`src/sv/gnps_pkg.sv`:
```
// shared types, constants and helpers of the grid nearest point search block
// no dependencies
package gnps_pkg;

  localparam int GRID_DIM   = 64;
  localparam int CELL_LOG2  = 18;
  localparam int MAP_HALF   = 8388608;
  localparam int MAX_POINTS = 4096;

  localparam int XW    = 24;               // coordinate width
  localparam int RANGEW = 23;              // range width
  localparam int IDXW  = 12;               // result index width
  localparam int DW    = XW + 1;           // coordinate difference width
  localparam int SQW   = 2 * DW - 1;       // square of a difference
  localparam int CW    = $clog2(GRID_DIM); // cell coordinate width
  localparam int NCELL = GRID_DIM * GRID_DIM;
  localparam int CAW   = $clog2(NCELL);
  localparam int PW    = $clog2(MAX_POINTS);
  localparam int CNTW  = $clog2(MAX_POINTS + 1);

  localparam logic [1:0] KIND_CLEAR  = 2'd0;
  localparam logic [1:0] KIND_INSERT = 2'd1;
  localparam logic [1:0] KIND_QUERY  = 2'd2;

  typedef struct packed {
    logic [1:0]              kind;
    logic signed [XW-1:0]    pos_x;
    logic signed [XW-1:0]    pos_y;
    logic [RANGEW-1:0]       max_range;
  } gnps_in_t;

  typedef struct packed {
    logic            found;
    logic [IDXW-1:0] point_index;
    logic            rejected;
  } gnps_out_t;

  // coordinate to cell, clamped at both grid edges
  function automatic logic [CW-1:0] to_cell(logic signed [XW-1:0] c);
    logic signed [XW+1:0] s;
    logic [XW+1:0]        q;
    s = (XW+2)'(c) + (XW+2)'(MAP_HALF);
    if (s < 0) begin
      q = '0;
    end else begin
      q = $unsigned(s) >> CELL_LOG2;
    end
    if (q > (XW+2)'(GRID_DIM - 1)) begin
      q = (XW+2)'(GRID_DIM - 1);
    end
    return q[CW-1:0];
  endfunction

endpackage

```
`src/sv/gnps_sq.sv`:
```
// shared squaring unit of the grid nearest point search block
// depends on gnps_pkg
module gnps_sq import gnps_pkg::*; (
  input  logic                 clk_i,
  input  logic signed [DW-1:0] a_i,
  output logic [SQW-1:0]       sq_o
);

  logic signed [2*DW-1:0] prod;

  assign prod = a_i * a_i;

  always_ff @(posedge clk_i) begin
    sq_o <= SQW'($unsigned(prod));
  end

endmodule

```
`config.mk`:
```
export PLATFORM = sky130hd
export DESIGN_NAME = gnps_sq
export DESIGN_NICKNAME = d
export VERILOG_FILES = /design/src/sv/gnps_pkg.sv /design/src/sv/gnps_sq.sv
export SDC_FILE = /design/constraint.sdc
export NUM_CORES = 2
export LEC_CHECK = 0
export BUFFER_PORTS_ARGS = -buffer_cell sky130_fd_sc_hd__buf_2
export CORE_MARGIN = 2
export CORE_UTILIZATION = 35
export DETAILED_ROUTE_END_ITERATION = 16
export PLACE_DENSITY_LB_ADDON = 0.2
export SYNTH_ARGS = -nofsm -noshare
export SYNTH_HDL_FRONTEND = slang
export SYNTH_SLANG_ARGS = --single-unit
```
`constraint.sdc`:
```
create_clock -name clk_i -period 6.2 [get_ports clk_i]
set_input_delay 0.31 -clock clk_i [delete_from_list [all_inputs] [get_ports clk_i]]
set_output_delay 0.31 -clock clk_i [all_outputs]
set_load 0.01 [all_outputs]
```
Yosys cells after proc, flatten, opt, wreduce, memory -nomap -nowiden
Index checks and enable logic that the tools add are counted.
Storage, ports and cells
  register bits: 49
  latch bits: 0
  RAM bits: 0
  bits in read-only memories: 0
  input port bits: 26
  output and inout bits: 49
  word-level logic and storage cells: 2
  memories: 0
Operators by class
  add/subtract/negate cells: 0
  multiply operators: 1
  divide/modulo/power cells: 0
  order comparisons: 0
  equal/unequal tests: 0
  shifts and indexed selects: 0
  multiplexer cells: 0
  bitwise operators: 0
  reduce and logical (&&, ||, !) cells: 0
Operators with widths (number)
  25-bit by 25-bit multiplier with 49-bit output: 1

Longest topological paths before layout
  depth in word-level cells: 1
  mapped depth: 27
  depth with buffers taken out: 24

Least setup slack after synthesis
Ideal clock, no wire load.
  kind: in2reg
  start point: input a_i[1]
  end point: register sq_o[45]
  library setup time: 0.131 ns
  arrival time: 6.671 ns
  path slack: -0.602 ns
  cell stages on the path: 23
  buffers on the path: 2
  path through: clkbuf_1 > clkbuf_1 > nand2_1 > inv_1 > fa_1 > inv_1 > fa_1 > fa_1 > inv_1 > fa_1 > fa_1 > inv_1 > fa_1 > fa_1 > inv_1 > ha_1 > a21o_1 > a21o_1 > a221o_1 > a21o_1 > a21oi_1 > o31ai_1 > xor2_1
On the way
  cells in the longest elaborated chain, start to end: 1
Ends and longest elaborated chain
  start: declaration: line gnps_sq.sv:5  | input logic signed [DW-1:0] a_i,
  25-bit by 25-bit multiplier with 49-bit output: line gnps_sq.sv:11  | assign prod = a_i * a_i;
  net prod[45]: line gnps_sq.sv:9  | logic signed [2*DW-1:0] prod;
  end signal: assignment: line gnps_sq.sv:14  | sq_o <= SQW'($unsigned(prod));
  end: declaration: line gnps_sq.sv:6  | output logic [SQW-1:0] sq_o
The timed path passes the listed nets, and every way through them passes these cells.

Final worst setup path
  start point: input a_i[24]
  end point: register sq_o[45]
Same word-level chain as after synthesis.

==> flow_summary_export.csv <==
group,metric,value,unit
placed_design,gp_congestion,0.869,
final_layout,stdcell_count,3397,
floorplanning,num_io_pins,75,
synth,yosysTopAreaCell,"fa_1",
floorplanning,coreArea,60200,sq um
timing,fin_crit,6.17,ns
floorplanning,die_area,62800,sq um
critical_path,cp.depth,21,
run_status,status,"finished clean",
global_route,grt_pass1_vias,18300,
final_layout,largest_reg_flops,48,
final_layout,post_route_cells_drive_above_1_share,25.6,%
final_layout,fin_util,44.8,%
critical_path,worst-path-buf-inv,7,
routing,drc,0,
critical_path,crit_type,"in -> reg",
placed_design,placed_cells,3366,
routing,drt-total-wl,59.4,mm
cts,clkSlewWorstSetupHoldPaths,0.08,ns
synth,seq_area_frac_synth,4.51,%
synth,syn_area_per_cell,9.72,sq um
routing,vias,15400,
critical_path,crit_required,6.43,ns
floorplanning,rows,90,
timing,fmax,162,MHz
synth,ys.warnings.count,0,
synth,synthDistinctLibCells,67,
final_layout,top_register,"sq_o",
worst_hold_path,hold_path.class,"in -> reg",
synth,synth.most_common_cell,"inv_1",
worst_hold_path,min_path_cells,3,
timing,fin_crit_sh,99.5,%
timing,tns,0,ns
floorplanning,die_w,251,um
timing,rsz0062_at_grt,"yes",
global_route,grt_first_pass_wirelength,97.4,mm
synth,synthArstFlopShare,0,%
final_layout,n_antenna_cell,0,
synth,syn_inst,2191,
global_route,grt.overflow.total,0,
timing,finalWorstSetupSlack,0.0337,ns
timing,hold_viol_final,0,
synth,syn_nets,2965,
worst_hold_path,hp-start,"a_i[0]",
routing,drtIter0Drc,428,
critical_path,critPathMaxStageDelay,0.64,ns
placed_design,hpwl,53.0,mm
cts,cts_tree,"done",
routing,ant_nets,0,
run,maxCapViolations,0,
cts,clock-sinks,48,
synth,ys_top_cells_by_area,"fa_1 (56%), inv_1 (13%), ha_1 (8.8%)",
critical_path,cp-end-kind,"register",
floorplanning,die_h,251,um
critical_path,cp_cell_sequence,"buf_12 -> buf_12 -> and2_1 -> fa_2 -> inv_2 -> fa_2 -> buf_12 -> fa_2 -> inv_4 -> buf_4 -> fa_1 -> fa_1 -> fa_1 -> fa_1 -> ha_1 -> buf_4 -> a221o_1 -> a21o_1 -> a21oi_2 -> o31ai_4 -> xor2_1",
cts,hold_buffers,0,
final_layout,nNetsFinal,3388,
worst_hold_path,holdPathEnd,"sq_o[0]",
critical_path,startpoint_type,"input port",
cts,cts_max_level,2,
routing,wl_per_cell,17.5,um
final_layout,area_growth,26.7,%
cts,cts_buffer_depth,2,
critical_path,crit_arrival,6.39,ns
synth,syn_area,21300,sq um
timing,maxSlewViolCount,0,
routing,dr.pass1.iters,5,
global_route,track_usage,20.3,%
critical_path,critical_path.slowest_cell,"fa_2",
cts,cts_made_buffers,5,
synth,ys_top_cells_by_count,"inv_1 (713), fa_1 (599), nand2_1 (204), ha_1 (149), and2_1 (115)",
global_route,antenna_found_initial,0,
synth,synth_enable_flop_cells,0,
synth,ys_ff_latch,48,
timing,setup_viol,0,
placed_design,io_buffers,73,
final_layout,top_regs,"sq_o x48",
critical_path,crit_top_cell,"fa_1",
synth,ys.flop_type,"dfxtp_1",
routing,viasPerCell,4.52,
critical_path,cp_top_family,"adder cells",
critical_path,cp_max_fo,5,
synth,yosysTopAreaCellShare,56.3,%
cts,cts-root-buf,"clkbuf_16",
floorplanning,initial_core_util,35.3,%
placed_design,dp_slack,-0.949,ns
global_route,grt_max_degree,21,
## tightest hold or removal path, cell delays in order
cell    delay [ns]
buf_2         0.24
buf_12        0.20
buf_4         0.16
## layout by cell type, fill, tap and decap left out, types with 23 or more instances in the layout
cell / Yosys / final
and2_1: 115 / 99
xor2_1: 24 / 23
nand2_1: 204 / 185
a21oi_1: 42 / 30
xnor2_1: 38 / 37
inv_1: 713 / 685
nor2_1: 38 / 27
fa_2: 0 / 31
fa_1: 599 / 568
dfxtp_1: 48 / 48
ha_1: 149 / 126
buf_4: 1 / 368
buf_2: 1 / 50
buf_6: 0 / 29
## worst max-delay path by stage
stage / start / to
detailed placement: a_i[5] / sq_o[45]
global route: a_i[23] / sq_o[41]
CTS: a_i[14] / sq_o[45]
floorplan: a_i[1] / sq_o[45]
finish: a_i[24] / sq_o[45]
global placement: a_i[5] / sq_o[48]
## layer usage
layer	up-vias	track usage (%)	wire, um
met5	-	0	0
met4	0	6.76	2240
met3	108	2.16	1640
met2	255	39.6	33100
met1	7922	22.8	22400
li1	7071	-	-
## stage by stage
step           hold slack, ns  cell area, sq um
2_1_floorplan           0.338             21500
3_3_place_gp            0.711             25500
3_5_place_dp            0.701             25500
4_1_cts                 0.613             26200
5_1_grt                 0.637             27000
6_report                0.635             27000
## area by class of cell
| cell class | count | area, sq um |
|---|---|---|
| well taps | 782 | 978 |
| clock inverters | 3 | 68.8 |
| clock buffers | 5 | 125 |
| flip-flops and latches | 48 | 961 |
| multi-input cells | 1370 | 18300 |
| inverters | 713 | 2700 |
| repair buffers | 476 | 3870 |
| fillers | 5740 | 33300 |
## repair_timing
item | 4_1_cts | 5_1_grt
gates resized for setup | 127 | 155
setup endpoints to repair | 25 | 24
gates cloned | 1 | 0
buffers inserted | 8 | 15
pin swaps | 35 | 83
## logic make-up after synthesis
family          synth area share [%]
mux                            0.147
other cells                   0.0176
flops                           4.51
simple gates                    9.46
compound gates                  4.59
fa+ha+maj                       65.1
xor+xnor                        2.55
buf+inv                         13.7
Power is left out: the tool's default activity adds up to more than one toggle a clock period on the data nets, which glitch-free logic cannot reach.
